[src/sv/urbc_pkg.sv]
// Package for the unlock relay and backoff controller.
// Shared widths, reset values, control types and the window threshold map.
// No dependencies.
package urbc_pkg;

  localparam int TimeBits   = 32;
  localparam int PeriodBits = 20;
  localparam int DeltaBits  = 16;
  localparam int RangeBits  = DeltaBits + 1;
  localparam int QlenBits   = 10;
  localparam int RandBits   = 32;
  localparam int CountBits  = 21;
  localparam int WinBits    = 10;
  localparam int StepBits   = 5;

  localparam logic [PeriodBits-1:0] PeriodReset = PeriodBits'(20000);
  localparam logic [DeltaBits-1:0]  DeltaReset  = DeltaBits'(100);
  localparam logic [StepBits-1:0]   LastStep    = StepBits'(RandBits - 1);

  // Register byte offsets are 0 and 4; bit 2 of paddr selects.
  localparam logic RegPeriod = 1'b0;
  localparam logic RegDelta  = 1'b1;

  localparam logic OpTick   = 1'b0;
  localparam logic OpUnlock = 1'b1;

  typedef enum logic [1:0] {
    ST_IDLE,
    ST_EVAL,
    ST_DIV,
    ST_DONE
  } ctrl_state_e;

  typedef struct packed {
    logic load;
    logic div_start;
    logic div_step;
    logic commit;
  } dp_cmd_t;

  typedef struct packed {
    logic is_unlock;
    logic gap_ok;
  } dp_sts_t;

  function automatic logic [WinBits-1:0] window_for(input logic [QlenBits-1:0] qlen);
    logic [WinBits-1:0] w;
    if (qlen > QlenBits'(70))      w = WinBits'(1023);
    else if (qlen > QlenBits'(60)) w = WinBits'(511);
    else if (qlen > QlenBits'(50)) w = WinBits'(255);
    else if (qlen > QlenBits'(40)) w = WinBits'(63);
    else if (qlen > QlenBits'(20)) w = WinBits'(15);
    else if (qlen > QlenBits'(10)) w = WinBits'(7);
    else if (qlen > QlenBits'(5))  w = WinBits'(3);
    else                           w = WinBits'(1);
    return w;
  endfunction

endpackage

[src/sv/unlock_relay_backoff_controller.sv]
// A microsecond tick, or an unlock edge that falls within half a period of the
// previous one, is accepted and then evaluated. An unlock edge that is relayed
// is accepted, evaluated, then passes through 32 steps of the two bit-serial
// remainder units that reduce the random words modulo twice the backoff delta,
// and a finish state that forms the clamped reload. One result register sits on
// the output, so the next item can be taken while a result waits. Registers:
// period_us at byte 0, backoff_delta_us at byte 4.
module unlock_relay_backoff_controller (
  input  logic                                 clk_i,
  input  logic                                 rst_ni,
  input  logic                                 psel,
  input  logic                                 penable,
  input  logic                                 pwrite,
  input  logic [2:0]                           paddr,
  input  logic [31:0]                          pwdata,
  output logic [31:0]                          prdata,
  output logic                                 pready,
  input  logic                                 in_valid_i,
  output logic                                 in_stall_o,
  input  logic                                 operation_i,
  input  logic [urbc_pkg::QlenBits-1:0]        queue_length_i,
  input  logic [urbc_pkg::RandBits-1:0]        jitter_random_i,
  input  logic [urbc_pkg::RandBits-1:0]        backoff_random_i,
  output logic                                 out_valid_o,
  input  logic                                 out_stall_i,
  output logic                                 relay_pulse_o,
  output logic                                 window_valid_o,
  output logic [urbc_pkg::WinBits-1:0]         window_value_o,
  output logic [2*urbc_pkg::WinBits-1:0]       window_word_o,
  output logic                                 quiet_valid_o,
  output logic [urbc_pkg::RangeBits-1:0]       quiet_us_o,
  output logic [urbc_pkg::CountBits-1:0]       reload_us_o
);

  logic [urbc_pkg::PeriodBits-1:0] period_q;
  logic [urbc_pkg::DeltaBits-1:0]  delta_q;
  logic                            cfg_wr;
  urbc_pkg::dp_cmd_t               cmd;
  urbc_pkg::dp_sts_t               sts;

  assign pready = 1'b1;
  assign cfg_wr = psel && penable && pwrite && pready;

  always_ff @(posedge clk_i or negedge rst_ni) begin
    if (!rst_ni) begin
      period_q <= urbc_pkg::PeriodReset;
      delta_q  <= urbc_pkg::DeltaReset;
    end else if (cfg_wr) begin
      if (paddr[2] == urbc_pkg::RegPeriod) period_q <= pwdata[urbc_pkg::PeriodBits-1:0];
      else                                 delta_q  <= pwdata[urbc_pkg::DeltaBits-1:0];
    end
  end

  always_comb begin
    if (paddr[2] == urbc_pkg::RegDelta) prdata = 32'(delta_q);
    else                                prdata = 32'(period_q);
  end

  urbc_ctrl u_ctrl (
    .clk_i       (clk_i),
    .rst_ni      (rst_ni),
    .in_valid_i  (in_valid_i),
    .in_stall_o  (in_stall_o),
    .out_valid_o (out_valid_o),
    .out_stall_i (out_stall_i),
    .sts_i       (sts),
    .cmd_o       (cmd)
  );

  urbc_dp u_dp (
    .clk_i            (clk_i),
    .rst_ni           (rst_ni),
    .cmd_i            (cmd),
    .sts_o            (sts),
    .period_i         (period_q),
    .delta_i          (delta_q),
    .operation_i      (operation_i),
    .queue_length_i   (queue_length_i),
    .jitter_random_i  (jitter_random_i),
    .backoff_random_i (backoff_random_i),
    .relay_pulse_o    (relay_pulse_o),
    .window_valid_o   (window_valid_o),
    .window_value_o   (window_value_o),
    .window_word_o    (window_word_o),
    .quiet_valid_o    (quiet_valid_o),
    .quiet_us_o       (quiet_us_o),
    .reload_us_o      (reload_us_o)
  );

  // a started backoff always comes with a relayed pulse and an applied window
  a_quiet_relay: assert property (@(posedge clk_i) disable iff (!rst_ni)
    out_valid_o && quiet_valid_o |-> relay_pulse_o && window_valid_o)
    else $error("quiet backoff without relay pulse");

  a_window_zero: assert property (@(posedge clk_i) disable iff (!rst_ni)
    out_valid_o && !window_valid_o |-> window_value_o == '0 && !relay_pulse_o)
    else $error("window value without window valid");

  a_quiet_range: assert property (@(posedge clk_i) disable iff (!rst_ni)
    out_valid_o && quiet_valid_o |->
      (delta_q == '0 && quiet_us_o == '0) ||
      (delta_q != '0 && quiet_us_o < {delta_q, 1'b0}))
    else $error("quiet duration outside twice delta");

  // one item at a time: after a transaction is taken the input stalls
  a_busy_after_accept: assert property (@(posedge clk_i) disable iff (!rst_ni)
    in_valid_i && !in_stall_o |=> in_stall_o)
    else $error("input not stalled after accept");

endmodule

[src/sv/urbc_ctrl.sv]
// Sequencing FSM for the unlock relay and backoff controller.
// Drives datapath commands and the output valid flag; uses urbc_pkg.
module urbc_ctrl (
  input  logic              clk_i,
  input  logic              rst_ni,
  input  logic              in_valid_i,
  output logic              in_stall_o,
  output logic              out_valid_o,
  input  logic              out_stall_i,
  input  urbc_pkg::dp_sts_t sts_i,
  output urbc_pkg::dp_cmd_t cmd_o
);

  urbc_pkg::ctrl_state_e state_q, state_d;
  logic [urbc_pkg::StepBits-1:0] step_q, step_d;
  logic out_valid_q, out_valid_d;
  logic out_free;

  assign out_free = !out_valid_q || !out_stall_i;

  always_ff @(posedge clk_i or negedge rst_ni) begin
    if (!rst_ni) begin
      state_q     <= urbc_pkg::ST_IDLE;
      step_q      <= '0;
      out_valid_q <= 1'b0;
    end else begin
      state_q     <= state_d;
      step_q      <= step_d;
      out_valid_q <= out_valid_d;
    end
  end

  always_comb begin
    state_d    = state_q;
    step_d     = step_q;
    cmd_o      = '0;
    in_stall_o = 1'b1;
    case (state_q)
      urbc_pkg::ST_IDLE: begin
        in_stall_o = 1'b0;
        if (in_valid_i) begin
          cmd_o.load = 1'b1;
          state_d    = urbc_pkg::ST_EVAL;
        end
      end
      urbc_pkg::ST_EVAL: begin
        if (sts_i.is_unlock && sts_i.gap_ok) begin
          cmd_o.div_start = 1'b1;
          step_d          = '0;
          state_d         = urbc_pkg::ST_DIV;
        end else if (out_free) begin
          cmd_o.commit = 1'b1;
          state_d      = urbc_pkg::ST_IDLE;
        end
      end
      urbc_pkg::ST_DIV: begin
        cmd_o.div_step = 1'b1;
        step_d         = step_q + 1'b1;
        if (step_q == urbc_pkg::LastStep) state_d = urbc_pkg::ST_DONE;
      end
      urbc_pkg::ST_DONE: begin
        if (out_free) begin
          cmd_o.commit = 1'b1;
          state_d      = urbc_pkg::ST_IDLE;
        end
      end
      default: state_d = urbc_pkg::ST_IDLE;
    endcase
  end

  assign out_valid_d = cmd_o.commit ? 1'b1 : (out_valid_q && out_stall_i);
  assign out_valid_o = out_valid_q;

endmodule

[src/sv/urbc_dp.sv]
// Datapath for the unlock relay and backoff controller: time state, countdown,
// two bit-serial remainder units and the result register. Uses urbc_pkg.
module urbc_dp (
  input  logic                                 clk_i,
  input  logic                                 rst_ni,
  input  urbc_pkg::dp_cmd_t                    cmd_i,
  output urbc_pkg::dp_sts_t                    sts_o,
  input  logic [urbc_pkg::PeriodBits-1:0]      period_i,
  input  logic [urbc_pkg::DeltaBits-1:0]       delta_i,
  input  logic                                 operation_i,
  input  logic [urbc_pkg::QlenBits-1:0]        queue_length_i,
  input  logic [urbc_pkg::RandBits-1:0]        jitter_random_i,
  input  logic [urbc_pkg::RandBits-1:0]        backoff_random_i,
  output logic                                 relay_pulse_o,
  output logic                                 window_valid_o,
  output logic [urbc_pkg::WinBits-1:0]         window_value_o,
  output logic [2*urbc_pkg::WinBits-1:0]       window_word_o,
  output logic                                 quiet_valid_o,
  output logic [urbc_pkg::RangeBits-1:0]       quiet_us_o,
  output logic [urbc_pkg::CountBits-1:0]       reload_us_o
);

  localparam int TB = urbc_pkg::TimeBits;
  localparam int RB = urbc_pkg::RangeBits;
  localparam int CB = urbc_pkg::CountBits;

  // latched item
  logic                          op_q;
  logic [urbc_pkg::QlenBits-1:0] qlen_q;
  logic [urbc_pkg::RandBits-1:0] jdiv_q, bdiv_q;
  logic [RB-1:0]                 jrem_q, brem_q, jrem_d, brem_d;
  logic                          prev_le_q;

  // block state
  logic [TB-1:0] clock_q, last_q, prior_q;
  logic [CB-1:0] count_q;

  // result register
  logic                          relay_q, wvalid_q, qvalid_q;
  logic [urbc_pkg::WinBits-1:0]  wvalue_q;
  logic [RB-1:0]                 quiet_q;
  logic [CB-1:0]                 reload_q;

  logic [RB-1:0]                 range;
  logic [TB-1:0]                 gap;
  logic [urbc_pkg::PeriodBits:0] period_p1;
  logic [urbc_pkg::PeriodBits-1:0] half;
  logic                          gap_ok;
  logic [urbc_pkg::WinBits-1:0]  win;
  logic [RB-1:0]                 jit, bko;
  logic signed [CB+1:0]          next_s;
  logic [CB-1:0]                 next_u;
  logic                          expire;
  logic [RB:0]                   jtrial, btrial;

  assign range     = {delta_i, 1'b0};
  assign gap       = clock_q - last_q;
  assign period_p1 = {1'b0, period_i} + 1'b1;
  assign half      = period_p1[urbc_pkg::PeriodBits:1];
  assign gap_ok    = gap >= TB'(half);
  assign win       = urbc_pkg::window_for(qlen_q);
  assign expire    = count_q <= CB'(1);

  assign sts_o.is_unlock = (op_q == urbc_pkg::OpUnlock);
  assign sts_o.gap_ok    = gap_ok;

  // restoring remainder step, one dividend bit per cycle
  assign jtrial = {jrem_q, jdiv_q[urbc_pkg::RandBits-1]};
  assign btrial = {brem_q, bdiv_q[urbc_pkg::RandBits-1]};
  assign jrem_d = (jtrial >= {1'b0, range}) ? RB'(jtrial - {1'b0, range}) : jtrial[RB-1:0];
  assign brem_d = (btrial >= {1'b0, range}) ? RB'(btrial - {1'b0, range}) : btrial[RB-1:0];

  // a zero range leaves garbage in the remainders: force zero
  assign jit = (range == '0) ? '0 : jrem_q;
  assign bko = (range == '0) ? '0 : brem_q;

  always_comb begin
    if (prev_le_q) next_s = (CB+2)'(period_i) + (CB+2)'(jit);
    else           next_s = (CB+2)'(period_i) - (CB+2)'(jit);
    next_s = next_s - (CB+2)'(bko);
    next_u = next_s[CB+1] ? '0 : next_s[CB-1:0];
  end

  always_ff @(posedge clk_i) begin
    if (cmd_i.load) begin
      op_q   <= operation_i;
      qlen_q <= queue_length_i;
      jdiv_q <= jitter_random_i;
      bdiv_q <= backoff_random_i;
    end else if (cmd_i.div_step) begin
      jdiv_q <= {jdiv_q[urbc_pkg::RandBits-2:0], 1'b0};
      bdiv_q <= {bdiv_q[urbc_pkg::RandBits-2:0], 1'b0};
    end
    if (cmd_i.div_start) begin
      jrem_q    <= '0;
      brem_q    <= '0;
      prev_le_q <= (last_q - prior_q) <= TB'(period_i);
    end else if (cmd_i.div_step) begin
      jrem_q <= jrem_d;
      brem_q <= brem_d;
    end
  end

  always_ff @(posedge clk_i or negedge rst_ni) begin
    if (!rst_ni) begin
      clock_q <= '0;
      last_q  <= '0;
      prior_q <= '0;
      count_q <= CB'(urbc_pkg::PeriodReset);
    end else if (cmd_i.commit) begin
      if (op_q == urbc_pkg::OpTick) begin
        clock_q <= clock_q + 1'b1;
        count_q <= expire ? CB'(period_i) : count_q - 1'b1;
      end else if (gap_ok) begin
        prior_q <= last_q;
        last_q  <= clock_q;
        count_q <= next_u;
      end
    end
  end

  always_ff @(posedge clk_i) begin
    if (cmd_i.commit) begin
      relay_q  <= 1'b0;
      wvalid_q <= 1'b0;
      wvalue_q <= '0;
      qvalid_q <= 1'b0;
      quiet_q  <= '0;
      reload_q <= '0;
      if (op_q == urbc_pkg::OpTick) begin
        if (expire) begin
          relay_q  <= 1'b1;
          wvalid_q <= 1'b1;
          wvalue_q <= win;
          reload_q <= CB'(period_i);
        end
      end else begin
        wvalid_q <= 1'b1;
        wvalue_q <= win;
        if (gap_ok) begin
          relay_q  <= 1'b1;
          qvalid_q <= 1'b1;
          quiet_q  <= bko;
          reload_q <= next_u;
        end
      end
    end
  end

  assign relay_pulse_o  = relay_q;
  assign window_valid_o = wvalid_q;
  assign window_value_o = wvalue_q;
  assign window_word_o  = {wvalue_q, wvalue_q};
  assign quiet_valid_o  = qvalid_q;
  assign quiet_us_o     = quiet_q;
  assign reload_us_o    = reload_q;

endmodule

[config.mk]
export PLATFORM = sky130hd
export DESIGN_NAME = unlock_relay_backoff_controller
export DESIGN_NICKNAME = d
export VERILOG_FILES = /design/src/sv/urbc_pkg.sv /design/src/sv/unlock_relay_backoff_controller.sv /design/src/sv/urbc_ctrl.sv /design/src/sv/urbc_dp.sv
export SDC_FILE = /design/constraint.sdc
export NUM_CORES = 1
export LEC_CHECK = 0
export BUFFER_PORTS_ARGS = -buffer_cell sky130_fd_sc_hd__buf_2
export CAP_MARGIN = 20
export CORE_MARGIN = 3
export CORE_UTILIZATION = 55
export CTS_BUF_LIST = sky130_fd_sc_hd__clkbuf_4
export DETAILED_ROUTE_END_ITERATION = 7
export PLACE_DENSITY = 0.78
export SYNTH_ARGS = -nofsm -noshare
export SYNTH_HDL_FRONTEND = slang
export SYNTH_SLANG_ARGS = --single-unit
[constraint.sdc]
create_clock -name clk_i -period 11.9 [get_ports clk_i]
set_input_delay 1.19 -clock clk_i [delete_from_list [all_inputs] [get_ports clk_i]]
set_output_delay 1.19 -clock clk_i [all_outputs]
set_load 0.02 [all_outputs]
## Word-level counts from Yosys, hierarchy flattened

Index checks and enable logic that the tools add are counted.
Widths: inputs -> output; s select.

- Bits in registers: 322
- Bits of input ports: 117
- Output and inout bits: 106
- Logic and storage cells: 120

- Bitwise operators: 2
- Muxes and demuxes: 46
- Equal/unequal tests: 8
- $add $sub $neg: 11
- Magnitude comparators: 12
- Reductions and logical operators: 19

Operator list:

| operator | count |
|---|---|
| $mux 32 | 4 |
| $mux 21 | 6 |
| $mux 10 | 8 |
| $mux 17 | 4 |
| $sub 32x32->32 | 2 |
| $mux 20 | 2 |
| $ge 18x17->1 | 2 |
| $sub 17x17->17 | 2 |
| $add 32x1->32 const B | 1 |
| $ge 32x20->1 | 1 |
| $le 32x20->1 | 1 |
| $gt 10x6->1 const B | 3 |
| $mux 23 | 1 |
| $sub 23x17->23 | 1 |
| $add 20x1->21 const B | 1 |
| $add 20x17->21 | 1 |
| $le 21x1->1 const B | 1 |
| $sub 20x17->21 | 1 |
| $sub 21x1->21 const B | 1 |
| $logic_not 17->1 | 1 |
| $reduce_and 2->1 | 7 |
| $mux 1 | 12 |
| $gt 10x3->1 const B | 1 |
| $gt 10x4->1 const B | 1 |
| 20 further kinds | 33 |

## Longest topological paths before layout

- Depth in word-level cells: 10
- Mapped depth: 28
- Mapped depth without buffers: 26

## Modules after synthesis

Synthesis repeated with hierarchy kept, for this count alone.

- Cell total of the unflattened synthesis: 2,438
- Area, all modules: 22,997.1 um^2

By module, submodules not included:

| module | sequential area each (um^2) | area each (um^2) | times used | cells each |
|---|---|---|---|---|
| urbc_dp | 7,338.3 | 20,887.5 | 1 | 2,280 |
| unlock_relay_backoff_controller | 910.9 | 1,684.1 | 1 | 114 |
| urbc_ctrl | 200.2 | 425.4 | 1 | 44 |

## Worst setup path before layout

Ideal clock, no wire load.

- Path kind: in2reg
- Start: input in_valid_i
- End: register u_dp.bdiv_q[0] in the netlist's numbering (enable)
- Data arrival time: 5,736 ps
- Setup slack: 5,589 ps
- Library setup time: 575 ps
- Stages: 2
- Data required time: 11,325 ps
- Cells stage by stage: inv_1 -> o21ai_0

- Word-level cells in the longest chain between the ends: 3

RTL lines:

| what | RTL line | source |
|---|---|---|
| start, declared | unlock_relay_backoff_controller.sv:18 | `input logic in_valid_i,` |
| $mux 1 | urbc_ctrl.sv:41 | `if (in_valid_i) begin` |
| $mux 1 | urbc_ctrl.sv:38 | `case (state_q)` |
| $reduce_bool 2->1 (no line) | - |  |
| end signal, assigned | urbc_dp.sv:89 | `bdiv_q <= backoff_random_i;` |
| end signal, assigned | urbc_dp.sv:92 | `bdiv_q <= {bdiv_q[urbc_pkg::RandBits-2:0], 1'b0};` |
| end, declared | urbc_dp.sv:30 | `logic [urbc_pkg::RandBits-1:0] jdiv_q, bdiv_q;` |

No other way between the ends.
A chain may end at the register's enable or synchronous reset.

## Final worst setup path

- Start: register u_dp.clock_q[0]
- End: register u_dp.last_q[22]

- Word-level cells in the longest chain between the ends: 6

RTL lines:

| what | RTL line | source |
|---|---|---|
| start, declared | urbc_dp.sv:35 | `logic [TB-1:0] clock_q, last_q, prior_q;` |
| start signal, assigned | urbc_dp.sv:112 | `clock_q <= clock_q + 1'b1;` |
| $sub 32x32->32 * | urbc_dp.sv:57 | `assign gap = clock_q - last_q;` |
| $ge 32x20->1 * | urbc_dp.sv:60 | `assign gap_ok = gap >= TB'(half);` |
| $logic_and 1x1->1 | urbc_ctrl.sv:47 | `if (sts_i.is_unlock && sts_i.gap_ok) begin` |
| $mux 1 | urbc_ctrl.sv:47 |  |
| $pmux 1 s2 | urbc_ctrl.sv:38 |  |
| $reduce_and 3->1 (no line) * | - |  |
| end signal, assigned | urbc_dp.sv:116 | `last_q <= clock_q;` |
| end, declared | urbc_dp.sv:35 |  |

Every way passes the cells marked *; elsewhere a longest branch is shown, timed or not.

==> impl_metrics.xml <==
<?xml version="1.0" encoding="UTF-8"?>
<metrics>
  <group name="power">
    <metric name="vdd_drop_max" unit="mV">0.157</metric>
    <metric name="p_int" unit="mW">4.28</metric>
    <metric name="power.share.combinational" unit="">0.634</metric>
    <metric name="static_leakage" unit="nW">11.3</metric>
    <metric name="switching_share" unit="">0.466</metric>
    <metric name="seq_power_share" unit="">0.242</metric>
    <metric name="clkPwrFrac" unit="">0.124</metric>
    <metric name="net-switching-power" unit="mW">3.74</metric>
    <metric name="cellPowerDensity" unit="mW/mm²">321</metric>
  </group>
  <group name="global_routing">
    <metric name="grt_use_total" unit="">0.275</metric>
    <metric name="globalRoute.totalOverflow" unit="">0</metric>
    <metric name="grt_start_max_net_pins" unit="">105</metric>
    <metric name="grt_antenna_before_repair" unit="">1</metric>
    <metric name="number_of_global_route_vias_before_repair" unit="">18600</metric>
    <metric name="grt_pass1_wl" unit="µm">97000</metric>
  </group>
  <group name="job">
    <metric name="cap_viol_max_count" unit="">0</metric>
  </group>
  <group name="die">
    <metric name="die_height" unit="µm">209</metric>
    <metric name="floorplan.die.width" unit="µm">209</metric>
    <metric name="coreArea" unit="mm²">0.0402</metric>
    <metric name="area_enclosed_by_the_die_boundary" unit="mm²">0.0436</metric>
    <metric name="start_util" unit="">0.562</metric>
    <metric name="io-pin-count" unit="">223</metric>
    <metric name="fp-row-count" unit="">73</metric>
  </group>
  <group name="clock_network">
    <metric name="ctsHtreeMaxLevel" unit="">3</metric>
    <metric name="worst_setup_hold_path_clk_slew" unit="ns">0.06</metric>
    <metric name="worst_skew_pair.late_latency" unit="ns">0.82</metric>
    <metric name="numCtsBuffers" unit="">86</metric>
    <metric name="postCtsHoldBufs" unit="">0</metric>
    <metric name="clock_sink_count" unit="">319</metric>
    <metric name="post-cts-setup-buffer-count" unit="">0</metric>
    <metric name="max-clock-path-buffers" unit="">3</metric>
    <metric name="post_cts_resized" unit="">0</metric>
    <metric name="cts_tree" unit="">yes</metric>
    <metric name="cts_root_buffer" unit="">clkbuf_4</metric>
  </group>
  <group name="sta">
    <metric name="slew_headroom" unit="">0.325</metric>
    <metric name="setup_repair_after_global_routing_missed_its_margin" unit="">no</metric>
    <metric name="fmaxAchievable" unit="MHz">143</metric>
    <metric name="setup_total_negative_slack" unit="ns">0</metric>
    <metric name="finalHoldViolations" unit="">0</metric>
    <metric name="finalSetupViolations" unit="">0</metric>
    <metric name="post-route-period-util" unit="">0.586</metric>
    <metric name="fin_worst_skew" unit="ns">0.0592</metric>
    <metric name="period_minus_slack" unit="ns">6.97</metric>
    <metric name="worstMarginPinSlew" unit="ns">0.986</metric>
    <metric name="slew_viol_final" unit="">0</metric>
  </group>
  <group name="setup_path">
    <metric name="critPathArrivalTime" unit="ns">7.64</metric>
    <metric name="r2r_startpoint" unit="">u_dp.clock_q[0]$_DFFE_PN0P_</metric>
    <metric name="timing.critical_path.fanout_max" unit="">96</metric>
    <metric name="worstRegToRegCells" unit="">24</metric>
    <metric name="criticalPathCategory" unit="">reg2reg</metric>
    <metric name="setup.reg_to_reg.worst_slack" unit="ns">4.93</metric>
    <metric name="worst_ep_required_time" unit="ns">12.57</metric>
    <metric name="setup.worst_path.end_class" unit="">flop</metric>
    <metric name="cp-start-kind" unit="">flop</metric>
    <metric name="worst_r2r_endpoint" unit="">u_dp.last_q[22]$_DFFE_PN0P_</metric>
  </group>
  <group name="logic_synthesis">
    <metric name="synth.avg_cell_area" unit="µm²">9.40</metric>
    <metric name="synth_async_sr_flop_share" unit="">0.505</metric>
    <metric name="synth_seq_cells" unit="">319</metric>
    <metric name="ys_dominant_reg_cell" unit="">dfrtp_1</metric>
    <metric name="synth_edf_count" unit="">124</metric>
    <metric name="library_cells_used_by_synthesis" unit="">79</metric>
    <metric name="ys_warn_count" unit="">0</metric>
    <metric name="synth_sequential_area_ratio" unit="">0.374</metric>
    <metric name="synth_cells" unit="">2404</metric>
    <metric name="synth.cell_area" unit="mm²">0.0226</metric>
  </group>
  <group name="routing">
    <metric name="drt-vias-per-instance" unit="">5.91</metric>
    <metric name="routed_wl" unit="µm">60900</metric>
    <metric name="postRouteAntennaNets" unit="">0</metric>
    <metric name="wl_per_cell" unit="µm">19.1</metric>
    <metric name="num_vias" unit="">18900</metric>
    <metric name="drc_marker_count_from_the_first_detailed_route_iteration" unit="">1292</metric>
    <metric name="drt_first_pass_iters" unit="">8</metric>
    <metric name="drcViolationCount" unit="">0</metric>
  </group>
  <group name="placement">
    <metric name="gp_routability_congestion" unit="">0.917</metric>
    <metric name="post-dp-hpwl" unit="µm">45700</metric>
    <metric name="portBuffers" unit="">195</metric>
  </group>
  <group name="min_path">
    <metric name="min_delay_worst_endpoint" unit="">u_dp.prior_q[20]$_DFFE_PN0P_</metric>
    <metric name="min_path_cells" unit="">2</metric>
    <metric name="timing.hold.worst.class" unit="">reg2reg</metric>
    <metric name="worst_hold_startpoint" unit="">u_dp.prior_q[20]$_DFFE_PN0P_</metric>
  </group>
  <group name="cells_and_area">
    <metric name="area.growth.synth_to_final" unit="%">10.5</metric>
    <metric name="fraction_of_final_layout_cells_with_drive_strength_greater_than_1" unit="">0.196</metric>
    <metric name="final_core_utilization" unit="">0.621</metric>
    <metric name="final_nets" unit="">2913</metric>
  </group>
  <group name="run_status">
    <metric name="run_status" unit="">completed</metric>
  </group>
</metrics>
-- placed cells by master (no fill, tap or decap), types with 31 or more instances in the layout --
master	Yosys	final
a211oi_1	49	49
a21o_1	51	51
a21oi_1	146	146
buf_2	2	194
clkbuf_4	0	122
dfrtp_1	148	148
dfxtp_1	34	34
edfxtp_1	124	124
ha_1	192	192
inv_1	161	161
mux2_2	138	138
nand2_1	208	208
nand3_1	48	48
nor2_1	176	175
nor2b_1	32	31
nor3_1	40	40
o21ai_0	143	142
xnor2_1	109	109
xor2_1	47	47
-- cell usage after synthesis (all sizes together) (14+ instances only) --
master    n  area share
mux2i    21      0.0093
a21o     51       0.017
dfxtp    34       0.030
nor3     40      0.0089
ha      192        0.11
o31a     14      0.0054
mux2    142       0.071
o21ai   166       0.037
nand2   208       0.035
o21a     22      0.0073
nand3    48       0.011
o31ai    17      0.0056
buf      50       0.017
nor4     18      0.0050
and2     32      0.0090
a22o     22      0.0085
inv     161       0.027
edfxtp  124        0.16
nand2b   22      0.0061
o211ai   16      0.0053
nor2b    32      0.0089
and3     19      0.0053
xnor2   109       0.042
clkbuf   68       0.011
nand4    31      0.0089
a21oi   148       0.033
xor2     47       0.018
dfrtp   148        0.16
a211oi   49       0.016
nor2    176       0.029
-- power groups by stage --
stage          clock [mW]  sequential, mW  combinational (mW)
5_1_grt              1.09            1.98                5.62
3_5_place_dp            0            1.96                4.98
2_1_floorplan           0            1.93                3.77
3_3_place_gp            0            1.93                4.83
6_report            0.999            1.94                5.09
4_1_cts              1.02            1.94                5.01
-- cell type report --
class                      instances  area [µm²]
sequential                       319        8450
clock buffer                     122         916
clock inverter                    36         205
timing repair buffer             212        1130
fill                            3427       15200
inverter                         162         608
multi-input combinational       1816       13000
antenna                            2        5.00
tap                              525         657
-- worst max-delay path by stage --
| stage | startpoint | end | slack, ns | cells past startpoint |
|---|---|---|---|---|
| 2_1_floorplan | in_valid_i | u_dp.bdiv_q[0]$_SDFFCE_PN0P_ | 5.59 | 2 |
| 6_report | u_dp.clock_q[0]$_DFFE_PN0P_ | u_dp.last_q[22]$_DFFE_PN0P_ | 4.93 | 24 |
| 3_3_place_gp | u_dp.clock_q[0]$_DFFE_PN0P_ | u_dp.prior_q[31]$_DFFE_PN0P_ | 5.13 | 24 |
| 3_5_place_dp | u_dp.clock_q[0]$_DFFE_PN0P_ | u_dp.last_q[17]$_DFFE_PN0P_ | 5.03 | 24 |
| 5_1_grt | u_dp.clock_q[0]$_DFFE_PN0P_ | u_dp.last_q[22]$_DFFE_PN0P_ | 4.50 | 24 |
| 4_1_cts | u_dp.clock_q[0]$_DFFE_PN0P_ | u_dp.last_q[17]$_DFFE_PN0P_ | 5.00 | 24 |
-- flip-flops by register name (all words and copies together) (netlist names), 10 cells and up --
name	count
u_dp.bdiv_q	32
u_dp.clock_q	32
u_dp.jdiv_q	32
u_dp.last_q	32
u_dp.prior_q	32
u_dp.count_q	21
u_dp.reload_us_o	21
period_q	20
u_dp.brem_q	17
u_dp.jrem_q	17
u_dp.quiet_us_o	17
delta_q	16
u_dp.qlen_q	10
-- per-layer routing --
metal	global-route usage	routed length, µm
met1	0.346	25200
met2	0.455	28800
met3	0.0456	3530
met4	0.145	3350
met5	0	0
-- through the flow --
step	instance area [µm²]	worst slack (ns)	instances	total power [mW]	hold slack, ns
3_5_place_dp	23800	5.03	3033	6.93	0.470
5_1_grt	25000	4.50	3193	8.68	0.510
4_1_cts	24900	5.00	3191	7.97	0.485
2_1_floorplan	22600	5.59	2415	5.70	0.434
6_report	25000	4.93	3194	8.02	0.481
3_3_place_gp	23800	5.13	3033	6.76	0.461
-- worst max-delay path: stages (launching register included) --
cell and delay, ns:
dfrtp_1 0.40, inv_1 0.13, ha_1 0.18, inv_1 0.06
fa_1 0.42, a211oi_1 0.22, o21bai_1 0.13, a21oi_2 0.25
o2111a_2 0.30, a21oi_2 0.11, a21o_1 0.21, a21oi_1 0.17
xnor2_1 0.09, ha_1 0.20, a21o_1 0.15, a21o_1 0.16
a21oi_1 0.17, o311ai_0 0.18, a2111oi_0 0.63, nand4_1 0.19
or4_4 0.54, or4_4 0.64, nand4_4 0.14, buf_4 0.69
mux2_2 0.42
-- cell families after synthesis --
logic type                 after synthesis  share of synthesized area
AOI/OAI and AO/OA                      612                      0.176
adders and majority gates              199                      0.113
xor gates and xnor gates               156                     0.0605
muxes                                  163                     0.0801
buffers and inverters                  280                     0.0549
and+or+nand+nor                        673                      0.142
other                                    2                   0.000332
DFF                                    319                      0.374
Note: power is estimated with default switching activity, not from simulation.
